### src/rtl/nearest_name_edit_distance_assert.svh
// Assertion macros for the nearest-name block.
// Used only by the top level; no other dependencies.
`ifndef NEAREST_NAME_EDIT_DISTANCE_ASSERT_SVH
`define NEAREST_NAME_EDIT_DISTANCE_ASSERT_SVH

// Same-cycle implication, checked outside reset.
`define NNED_ASSERT_IMP(lbl, ante, cons, msg) \
  lbl: assert property (@(posedge clk_i) disable iff (!rst_ni) (ante) |-> (cons)) \
    else $error(msg);

// Next-cycle implication, checked outside reset.
`define NNED_ASSERT_NXT(lbl, ante, cons, msg) \
  lbl: assert property (@(posedge clk_i) disable iff (!rst_ni) (ante) |=> (cons)) \
    else $error(msg);

`endif

### src/rtl/nned_pkg.sv
// Shared types, constants and helpers for the nearest-name block.
// No dependencies; used by the controller, datapath and top level.
package nned_pkg;

  localparam int MaxName = 64;
  localparam int LenW    = 7;
  localparam int IdxW    = 16;
  localparam int Div3Mul = 171;
  localparam int Div3Sh  = 9;

  typedef enum logic [1:0] {
    CMD_NEW  = 2'd0,
    CMD_TGT  = 2'd1,
    CMD_CHR  = 2'd2,
    CMD_END  = 2'd3
  } cmd_e;

  typedef struct packed {
    cmd_e       cmd;
    logic [7:0] character;
    logic       last;
    logic       final_candidate;
  } in_req_t;

  typedef struct packed {
    logic [IdxW-1:0] candidate_index;
    logic [LenW-1:0] distance;
    logic            too_long;
    logic            no_target;
    logic            accepted;
    logic            best_valid;
    logic [IdxW-1:0] best_index;
    logic [LenW-1:0] best_distance;
    logic            list_done;
  } out_res_t;

  // Controller to datapath.
  typedef struct packed {
    logic take;    // request accepted this cycle
    logic start;   // begin a row update
    logic row;     // row update in progress
    logic finish;  // emit result and close the candidate
  } ctrl_cmd_t;

  // Datapath to controller.
  typedef struct packed {
    logic loop_done;
    logic cand_full;
    logic last;
    logic out_free;
  } dp_stat_t;

  function automatic logic [7:0] fold(input logic [7:0] c);
    logic [7:0] r;
    r = c;
    if (c >= 8'h41 && c <= 8'h5A) r = c + 8'h20;
    return r;
  endfunction

endpackage

### src/rtl/nned_ctrl.sv
// Controller state machine for the nearest-name block.
// Depends on nned_pkg for command and status types.
module nned_ctrl (
  input  logic                clk_i,
  input  logic                rst_ni,
  input  logic                in_valid_i,
  output logic                in_ready_o,
  input  nned_pkg::cmd_e      cmd_i,
  input  logic                last_i,
  input  nned_pkg::dp_stat_t  stat_i,
  output nned_pkg::ctrl_cmd_t cmd_o
);

  typedef enum logic [2:0] {
    ST_IDLE = 3'b001,
    ST_ROW  = 3'b010,
    ST_FIN  = 3'b100
  } state_e;

  state_e state_q, state_d;
  logic   take;

  assign in_ready_o = (state_q == ST_IDLE);
  assign take       = in_valid_i && in_ready_o;

  always_comb begin
    state_d      = state_q;
    cmd_o        = '0;
    cmd_o.take   = take;
    cmd_o.row    = (state_q == ST_ROW);
    unique case (state_q)
      ST_IDLE: begin
        if (take) begin
          case (cmd_i)
            nned_pkg::CMD_CHR: begin
              if (!stat_i.cand_full) begin
                cmd_o.start = 1'b1;
                state_d     = ST_ROW;
              end else if (last_i) begin
                state_d = ST_FIN;
              end
            end
            nned_pkg::CMD_END: state_d = ST_FIN;
            default: state_d = ST_IDLE;
          endcase
        end
      end
      ST_ROW: begin
        if (stat_i.loop_done) begin
          state_d = stat_i.last ? ST_FIN : ST_IDLE;
        end
      end
      ST_FIN: begin
        if (stat_i.out_free) begin
          cmd_o.finish = 1'b1;
          state_d      = ST_IDLE;
        end
      end
      default: state_d = ST_IDLE;
    endcase
  end

  always_ff @(posedge clk_i or negedge rst_ni) begin
    if (!rst_ni) begin
      state_q <= ST_IDLE;
    end else begin
      state_q <= state_d;
    end
  end

endmodule

### src/rtl/nned_dp.sv
// Datapath for the nearest-name block: target store, two row memories,
// one-column-per-cycle distance cell, best tracking and the result register.
// Depends on nned_pkg.
module nned_dp (
  input  logic                clk_i,
  input  logic                rst_ni,
  input  nned_pkg::in_req_t   in_req_i,
  input  nned_pkg::ctrl_cmd_t cmd_i,
  output nned_pkg::dp_stat_t  stat_o,
  output logic                out_valid_o,
  input  logic                out_ready_i,
  output nned_pkg::out_res_t  out_res_o
);

  localparam int LW = nned_pkg::LenW;
  localparam int IW = nned_pkg::IdxW;

  logic [7:0]    tmem   [nned_pkg::MaxName];
  logic [LW-1:0] rl_mem [nned_pkg::MaxName+1];
  logic [LW-1:0] rb_mem [nned_pkg::MaxName+1];
  logic [nned_pkg::MaxName:0] rowv_q;

  logic [LW-1:0] tlen_q, clen_q, i_q, r_q, pj_q;
  logic          tovf_q, pv_q, last_q, fin_q, bfound_q, out_valid_q;
  logic [7:0]    prev_q, ci_q, t_rd_q, t_jm2_q;
  logic [IW-1:0] cnt_q, bidx_q;
  logic [LW-1:0] bdist_q, dist_q;
  logic [LW-1:0] rl_rd_q, rb_rd_q, rl_jm1_q, rb_d1_q, rb_d2_q, cur_prev_q;
  logic          rlv_q;
  nned_pkg::out_res_t res_q;

  logic [7:0]    ch;
  logic          issue, wr;
  logic [LW-1:0] rl_j, cur, dmin, a_sub, a_del, a_ins, a_tr;
  logic          trans;

  assign ch    = nned_pkg::fold(in_req_i.character);
  assign issue = cmd_i.row && (r_q <= tlen_q);
  assign wr    = cmd_i.row && pv_q;

  // One column of the alignment recurrence.
  always_comb begin
    rl_j  = rlv_q ? rl_rd_q : pj_q;
    a_sub = rl_jm1_q + ((ci_q != t_rd_q) ? LW'(1) : LW'(0));
    a_del = rl_j + LW'(1);
    a_ins = cur_prev_q + LW'(1);
    a_tr  = rb_d2_q + LW'(1);
    trans = (i_q > LW'(1)) && (pj_q > LW'(1)) && (ci_q == t_jm2_q) && (prev_q == t_rd_q);
    dmin  = a_sub;
    if (a_del < dmin) dmin = a_del;
    if (a_ins < dmin) dmin = a_ins;
    if (trans && a_tr < dmin) dmin = a_tr;
    cur   = (pj_q == '0) ? i_q : dmin;
  end

  // Result of a finished candidate.
  logic          too_long, no_target, acc;
  logic [LW-1:0] cand_dist, longer, budget;
  logic [14:0]   prod;

  always_comb begin
    too_long  = clen_q > LW'(nned_pkg::MaxName);
    no_target = (tlen_q == '0) || tovf_q;
    cand_dist = '0;
    if (!too_long && !no_target) cand_dist = (clen_q == '0) ? tlen_q : dist_q;
    longer    = (clen_q > tlen_q) ? clen_q : tlen_q;
    prod      = 15'(longer) * 15'(nned_pkg::Div3Mul);
    budget    = (longer < LW'(3)) ? LW'(1) : LW'(prod >> nned_pkg::Div3Sh);
    acc       = !too_long && !no_target && (cand_dist <= budget) && (cand_dist < bdist_q);
  end

  // Memories: registered reads, one write port each.
  always_ff @(posedge clk_i) begin
    if (cmd_i.take && in_req_i.cmd == nned_pkg::CMD_TGT && clen_q == '0 &&
        tlen_q < LW'(nned_pkg::MaxName)) begin
      tmem[tlen_q[5:0]] <= ch;
    end
    if (issue) begin
      rl_rd_q <= rl_mem[r_q];
      rb_rd_q <= rb_mem[r_q];
      t_rd_q  <= tmem[6'(r_q - LW'(1))];
    end
    if (wr) begin
      rl_mem[pj_q] <= cur;
      rb_mem[pj_q] <= rl_j;
    end
  end

  // Column pipeline payload.
  always_ff @(posedge clk_i) begin
    if (cmd_i.take) begin
      ci_q   <= ch;
      last_q <= in_req_i.last;
      fin_q  <= in_req_i.final_candidate;
      i_q    <= clen_q + LW'(1);
    end
    if (wr) begin
      rl_jm1_q   <= rl_j;
      rb_d1_q    <= rb_rd_q;
      rb_d2_q    <= rb_d1_q;
      t_jm2_q    <= t_rd_q;
      cur_prev_q <= cur;
      if (pj_q == tlen_q) dist_q <= cur;
    end
    if (cmd_i.finish) begin
      res_q.candidate_index <= cnt_q;
      res_q.distance        <= cand_dist;
      res_q.too_long        <= too_long;
      res_q.no_target       <= no_target;
      res_q.accepted        <= acc;
      res_q.best_valid      <= bfound_q || acc;
      res_q.best_index      <= acc ? cnt_q : (bfound_q ? bidx_q : '0);
      res_q.best_distance   <= acc ? cand_dist : (bfound_q ? bdist_q : '0);
      res_q.list_done       <= fin_q;
    end
  end

  // Control state.
  always_ff @(posedge clk_i or negedge rst_ni) begin
    if (!rst_ni) begin
      rowv_q      <= '0;
      tlen_q      <= '0;
      tovf_q      <= 1'b0;
      clen_q      <= '0;
      prev_q      <= '0;
      cnt_q       <= '0;
      bidx_q      <= '0;
      bdist_q     <= '1;
      bfound_q    <= 1'b0;
      r_q         <= '0;
      pj_q        <= '0;
      pv_q        <= 1'b0;
      rlv_q       <= 1'b0;
      out_valid_q <= 1'b0;
    end else begin
      if (cmd_i.finish) out_valid_q <= 1'b1;
      else if (out_valid_q && out_ready_i) out_valid_q <= 1'b0;
      if (cmd_i.take) begin
        case (in_req_i.cmd)
          nned_pkg::CMD_NEW: begin
            rowv_q   <= '0;
            tlen_q   <= '0;
            tovf_q   <= 1'b0;
            clen_q   <= '0;
            prev_q   <= '0;
            cnt_q    <= '0;
            bidx_q   <= '0;
            bdist_q  <= '1;
            bfound_q <= 1'b0;
          end
          nned_pkg::CMD_TGT: begin
            if (clen_q == '0) begin
              if (tlen_q < LW'(nned_pkg::MaxName)) tlen_q <= tlen_q + LW'(1);
              else tovf_q <= 1'b1;
            end
          end
          nned_pkg::CMD_CHR: begin
            if (clen_q < LW'(nned_pkg::MaxName)) clen_q <= clen_q + LW'(1);
            else clen_q <= LW'(nned_pkg::MaxName + 1);
          end
          default: ;
        endcase
      end
      if (cmd_i.start) begin
        r_q  <= '0;
        pv_q <= 1'b0;
      end else if (cmd_i.row) begin
        pv_q <= issue;
        if (issue) begin
          r_q   <= r_q + LW'(1);
          pj_q  <= r_q;
          rlv_q <= rowv_q[r_q];
        end
      end
      if (wr) begin
        rowv_q[pj_q] <= 1'b1;
        if (pj_q == tlen_q) prev_q <= ci_q;
      end
      if (cmd_i.finish) begin
        if (acc) begin
          bfound_q <= 1'b1;
          bidx_q   <= cnt_q;
          bdist_q  <= cand_dist;
        end
        cnt_q  <= cnt_q + IW'(1);
        clen_q <= '0;
        prev_q <= '0;
        rowv_q <= '0;
      end
    end
  end

  assign stat_o.loop_done = wr && (pj_q == tlen_q);
  assign stat_o.cand_full = clen_q >= LW'(nned_pkg::MaxName);
  assign stat_o.last      = last_q;
  assign stat_o.out_free  = !out_valid_q || out_ready_i;
  assign out_valid_o      = out_valid_q;
  assign out_res_o        = res_q;

endmodule

### src/rtl/nearest_name_edit_distance.sv
// Nearest-name search by case-insensitive optimal string alignment distance.
// A candidate character is worked one column per cycle through the row memories,
// plus a read and a hand-off; a closing request also loads the result register.
// Reset (rst_ni low, asynchronous) empties the query: no target, no best, count 0.
`include "nearest_name_edit_distance_assert.svh"

// Top level: joins the controller and the datapath. The controller takes one
// request at a time and sequences the row update and the result hand-off; the
// datapath holds the target string, the previous two rows of the alignment
// table in small memories, and the result register that decouples the output.
// A new request is taken while an earlier result still waits on the output.
module nearest_name_edit_distance (
  input  logic               clk_i,
  input  logic               rst_ni,
  input  logic               in_valid_i,
  output logic               in_ready_o,
  input  nned_pkg::in_req_t  in_req_i,
  output logic               out_valid_o,
  input  logic               out_ready_i,
  output nned_pkg::out_res_t out_res_o
);

  nned_pkg::ctrl_cmd_t ctrl_cmd;
  nned_pkg::dp_stat_t  dp_stat;

  // The controller sees the command code and the last flag of the request.
  nned_ctrl u_ctrl (
    .clk_i      (clk_i),
    .rst_ni     (rst_ni),
    .in_valid_i (in_valid_i),
    .in_ready_o (in_ready_o),
    .cmd_i      (in_req_i.cmd),
    .last_i     (in_req_i.last),
    .stat_i     (dp_stat),
    .cmd_o      (ctrl_cmd)
  );

  // The datapath does all the storage and arithmetic.
  nned_dp u_dp (
    .clk_i       (clk_i),
    .rst_ni      (rst_ni),
    .in_req_i    (in_req_i),
    .cmd_i       (ctrl_cmd),
    .stat_o      (dp_stat),
    .out_valid_o (out_valid_o),
    .out_ready_i (out_ready_i),
    .out_res_o   (out_res_o)
  );

  // An accepted candidate must be reported as the current best.
  `NNED_ASSERT_IMP(a_acc_best, out_valid_o && out_res_o.accepted,
    out_res_o.best_valid && out_res_o.best_distance == out_res_o.distance &&
    out_res_o.best_index == out_res_o.candidate_index, "accepted result is not the best")
  // Skipped or unmatched candidates are never accepted and carry no distance.
  `NNED_ASSERT_IMP(a_skip, out_valid_o && (out_res_o.too_long || out_res_o.no_target),
    !out_res_o.accepted && out_res_o.distance == '0, "skipped candidate carries a match")
  // A new result is only loaded when the old one has left.
  `NNED_ASSERT_NXT(a_no_overwrite, out_valid_o && !out_ready_i,
    out_valid_o && $stable(out_res_o), "pending result overwritten")

endmodule

### config.mk
export PLATFORM = sky130hd
export DESIGN_NAME = nearest_name_edit_distance
export DESIGN_NICKNAME = d
export VERILOG_FILES = /design/src/rtl/nned_pkg.sv /design/src/rtl/nned_ctrl.sv /design/src/rtl/nned_dp.sv /design/src/rtl/nearest_name_edit_distance.sv
export VERILOG_INCLUDE_DIRS = /design/src /design/src/rtl
export SDC_FILE = /design/constraint.sdc
export NUM_CORES = 2
export LEC_CHECK = 0
export ABC_AREA = 1
export BUFFER_PORTS_ARGS = -buffer_cell sky130_fd_sc_hd__buf_2
export CAP_MARGIN = 20
export CORE_MARGIN = 1.5
export CORE_UTILIZATION = 35
export DETAILED_ROUTE_END_ITERATION = 7
export SYNTH_ARGS = -nofsm -noshare
export SYNTH_HDL_FRONTEND = slang
export SYNTH_SLANG_ARGS = --single-unit
### constraint.sdc
create_clock -name clk_i -period 9.8 [get_ports clk_i]
set_input_delay 0.98 -clock clk_i [delete_from_list [all_inputs] [get_ports clk_i]]
set_output_delay 0.98 -clock clk_i [all_outputs]
set_load 0.005 [all_outputs]
==> run metrics <==
wire length per cell between 20 and 25 µm; layout overhead on the synthesized area 12.40%; worst voltage drop across the vdd grid ~0.38 mV; clock insertion delay at the later pin of the skew report between 800 and 900 ps; DRT antenna net count 0; weighted congestion reported at the end of routability-driven placement 0.8520; port bufs 68; most used flip-flop cell after synthesis sky130_fd_sc_hd__edfxtp_1; library cell contributing the largest single delay on the critical path sky130_fd_sc_hd__fa_1; final hold violation count 0; run status finished, final reports clean; class of the tightest hold or removal check in2async; number of buffers created by CTS 166; number of flip-flops and latches in the synthesized netlist between 1500 and 2000; warnings from Yosys 0; fin crit period between 7000 and 8000 ps; count of buffers added by post-CTS timing repair for setup 0; LEAKAGE 26.29 nW; type of element capturing the critical path flip-flop; biggest fanout along the worst timing path 43; top achievable clock speed 0.1258 GHz; final cell count without fillers 8315; full die area 203300 µm²; delay of the slowest cell on the worst path 560 ps; buffer levels on the longest clock path 3; number of instances in the placed design 8009; number of clock sinks 1703; data required time at the worst endpoint approximately 10000 ps; final count of negative-setup-slack endpoints 0; arrival time of the worst setup path between 8000 and 9000 ps; core occupancy in the finished layout around two fifths; CTS-repair resized insts 0; Mapped Area roughly 70000 µm²; number of enable-type register cells in the synthesized netlist between 1500 and 2000; clock tree from TritonCTS yes; number of nets in the layout 5643; total I/O pin count 69; most frequent cells in the layout 1555 x sky130_fd_sc_hd__edfxtp_1, 892 x sky130_fd_sc_hd__nor2_1, 755 x sky130_fd_sc_hd__o21ai_0, 322 x sky130_fd_sc_hd__nand2_1, 273 x sky130_fd_sc_hd__nand3_1; part of the Yosys area used for sequential elements 71.79%; number of max-slew violations in the final report 0; number of buffers inserted by hold repair at cts 0; CTS clk-pin slew, worst paths approximately 60 ps; max-slew headroom at the worst pin 22.10%; RSZ-0062 raised after global routing false; H-tree level count 4; share of synthesized registers carrying an async set or reset 8.691%; first-pass GRT wire length ~280 mm; fraction of final layout cells with drive strength greater than 1 9.121%; sum of buffers and inverters on the critical path 5; count of TritonRoute iterations in the first routing pass 6; nature of the critical path startpoint flip-flop; number of distinct standard cells referenced by the synthesized netlist 56; largest net degree at the start of global routing 218; Detailed Route WL around 190 mm; grt ovf 0; routed vias approximately 45000; via count of the first global-routing pass between 40000 and 50000; sum of negative setup slack 0 ps; detailed-route vias per instance 5.433; Overall Power around 25 mW; clock root buffer master sky130_fd_sc_hd__clkbuf_16; worst slack, placed 1880 ps; chip width approximately 450 µm; DRT iter0 DRCs 5029; Avg Cell Area, Syn 12.73 µm²; type of the worst setup path reg2reg; most common cell after layout, fill and taps aside sky130_fd_sc_hd__edfxtp_1; number of antenna violations at the first check in global routing 6; Cells after Synth 5515; total core area 199500 µm²; effective utilization at floorplan about a third; Final period util 81.10%; overall track demand over capacity in global routing 17.83%; final worst clock skew around 45 ps; number of nets produced by synthesis 5634; number of rows in the core area between 150 and 200; power per standard cell area 318.1 nW/µm²; transition time at the pin with the least slew margin ~1200 ps; dominant delay contributor by cell family on the critical path adder cells; Hold Worst Slack 182.7 ps; post-route setup slack between 1500 and 2000 ps; count of maximum capacitance violations 0; Die H 450.9 µm; area of all placed cells without fillers a little under 80000 µm²; drt drc 0; placed instance area ~74000 µm²; cell with the most instances on the worst path sky130_fd_sc_hd__nand2_1; detailed placer's ending HPWL around 100 mm
[cell families (layout without fill, tap and decap cells)]
| kind of cell | count (synthesis) | in the layout | synth area share [%] |
|---|---|---|---|
| fa+ha+maj | 103 | 103 | 1.910 |
| xor+xnor | 51 | 51 | 0.6361 |
| other cells | 0 | 2 | 0 |
| buf+inv | 556 | 698 | 3.131 |
| compound gates | 1434 | 1434 | 12.18 |
| mux | 73 | 73 | 1.041 |
| flops | 1703 | 1703 | 71.79 |
| simple gates | 1595 | 1595 | 9.318 |
[final timing paths]
kind	startpoint	endpoint	slack, ps	cells past startpoint
min in group clk_i	in_req_i[0]	u_dp.fin_q	350	1
worst min register to register	u_dp.fin_q	u_dp.out_res_o[0]	420	0
worst max register to register	u_dp.tlen_q[3]	u_dp.bidx_q[5]	1850	34
worst min-delay path	rst_ni	u_dp.out_valid_o	180	1
max in group asynchronous	rst_ni	u_dp.r_q[1]	8430	3
worst max-delay path	u_dp.tlen_q[3]	u_dp.bidx_q[5]	1850	34
[per-layer routing]
metal	vias up	track usage, %	wire [µm]
li1	20550	-	-
met2	1671	28.09	86660
met3	262	2.794	13560
met4	0	4.856	4312
met5	-	0	0
met1	22700	25.54	81390
[where the power goes]
part           total, mW  internal, mW  switching (mW)
clock               6.15          3.44            2.72
sequential          9.62          9.42           0.207
combinational       9.32          2.37            6.95
[cell usage after synthesis (16+ instances only)]
master                        n  share of area [%]
sky130_fd_sc_hd__nand4_1     18               0.16
sky130_fd_sc_hd__o22ai_1    176                1.6
sky130_fd_sc_hd__inv_1      187                1.0
sky130_fd_sc_hd__o221ai_1   158                2.0
sky130_fd_sc_hd__xor2_1      35               0.44
sky130_fd_sc_hd__ha_1        96                1.7
sky130_fd_sc_hd__o211ai_1    83               0.89
sky130_fd_sc_hd__nor3_1      20               0.14
sky130_fd_sc_hd__xnor2_1     16               0.20
sky130_fd_sc_hd__o21ai_1     31               0.22
sky130_fd_sc_hd__nand2_1    331                1.8
sky130_fd_sc_hd__dfrtp_1    140                5.0
sky130_fd_sc_hd__edfxtp_1  1555                 67
sky130_fd_sc_hd__a31oi_1     21               0.19
sky130_fd_sc_hd__clkbuf_1   265                1.4
sky130_fd_sc_hd__nor2_1     915                4.9
sky130_fd_sc_hd__buf_1       17              0.091
sky130_fd_sc_hd__o21ai_0    756                5.4
sky130_fd_sc_hd__nand3_1    273                1.9
sky130_fd_sc_hd__o32ai_1     60               0.75
sky130_fd_sc_hd__buf_2       64               0.46
sky130_fd_sc_hd__mux2i_1     73                1.0
sky130_fd_sc_hd__a21oi_1    116               0.83
[cell type report]
class                      instances  area [µm²]
antenna                            2       5.005
clock buffer                     207        4454
clock inverter                    94       732.0
fill                           18660      120500
inverter                         204       783.3
multi-input combinational       3256       17770
sequential                      1703       50420
tap                             2656        3323
timing repair buffer             193        1435
[flip-flops by register name, indices dropped and copies added (netlist names), 8 cells and up]
register	flops
u_dp.t_rd_q	8
u_dp.ci_q	8
u_dp.bidx_q	16
u_dp.tmem	512
u_dp.prev_q	8
u_dp.cnt_q	16
u_dp.t_jm2_q	8
u_dp.rl_mem	455
u_dp.rowv_q	65
u_dp.out_res_o	51
u_dp.rb_mem	455
No activity file was read; power rests on OpenSTA's default activity.
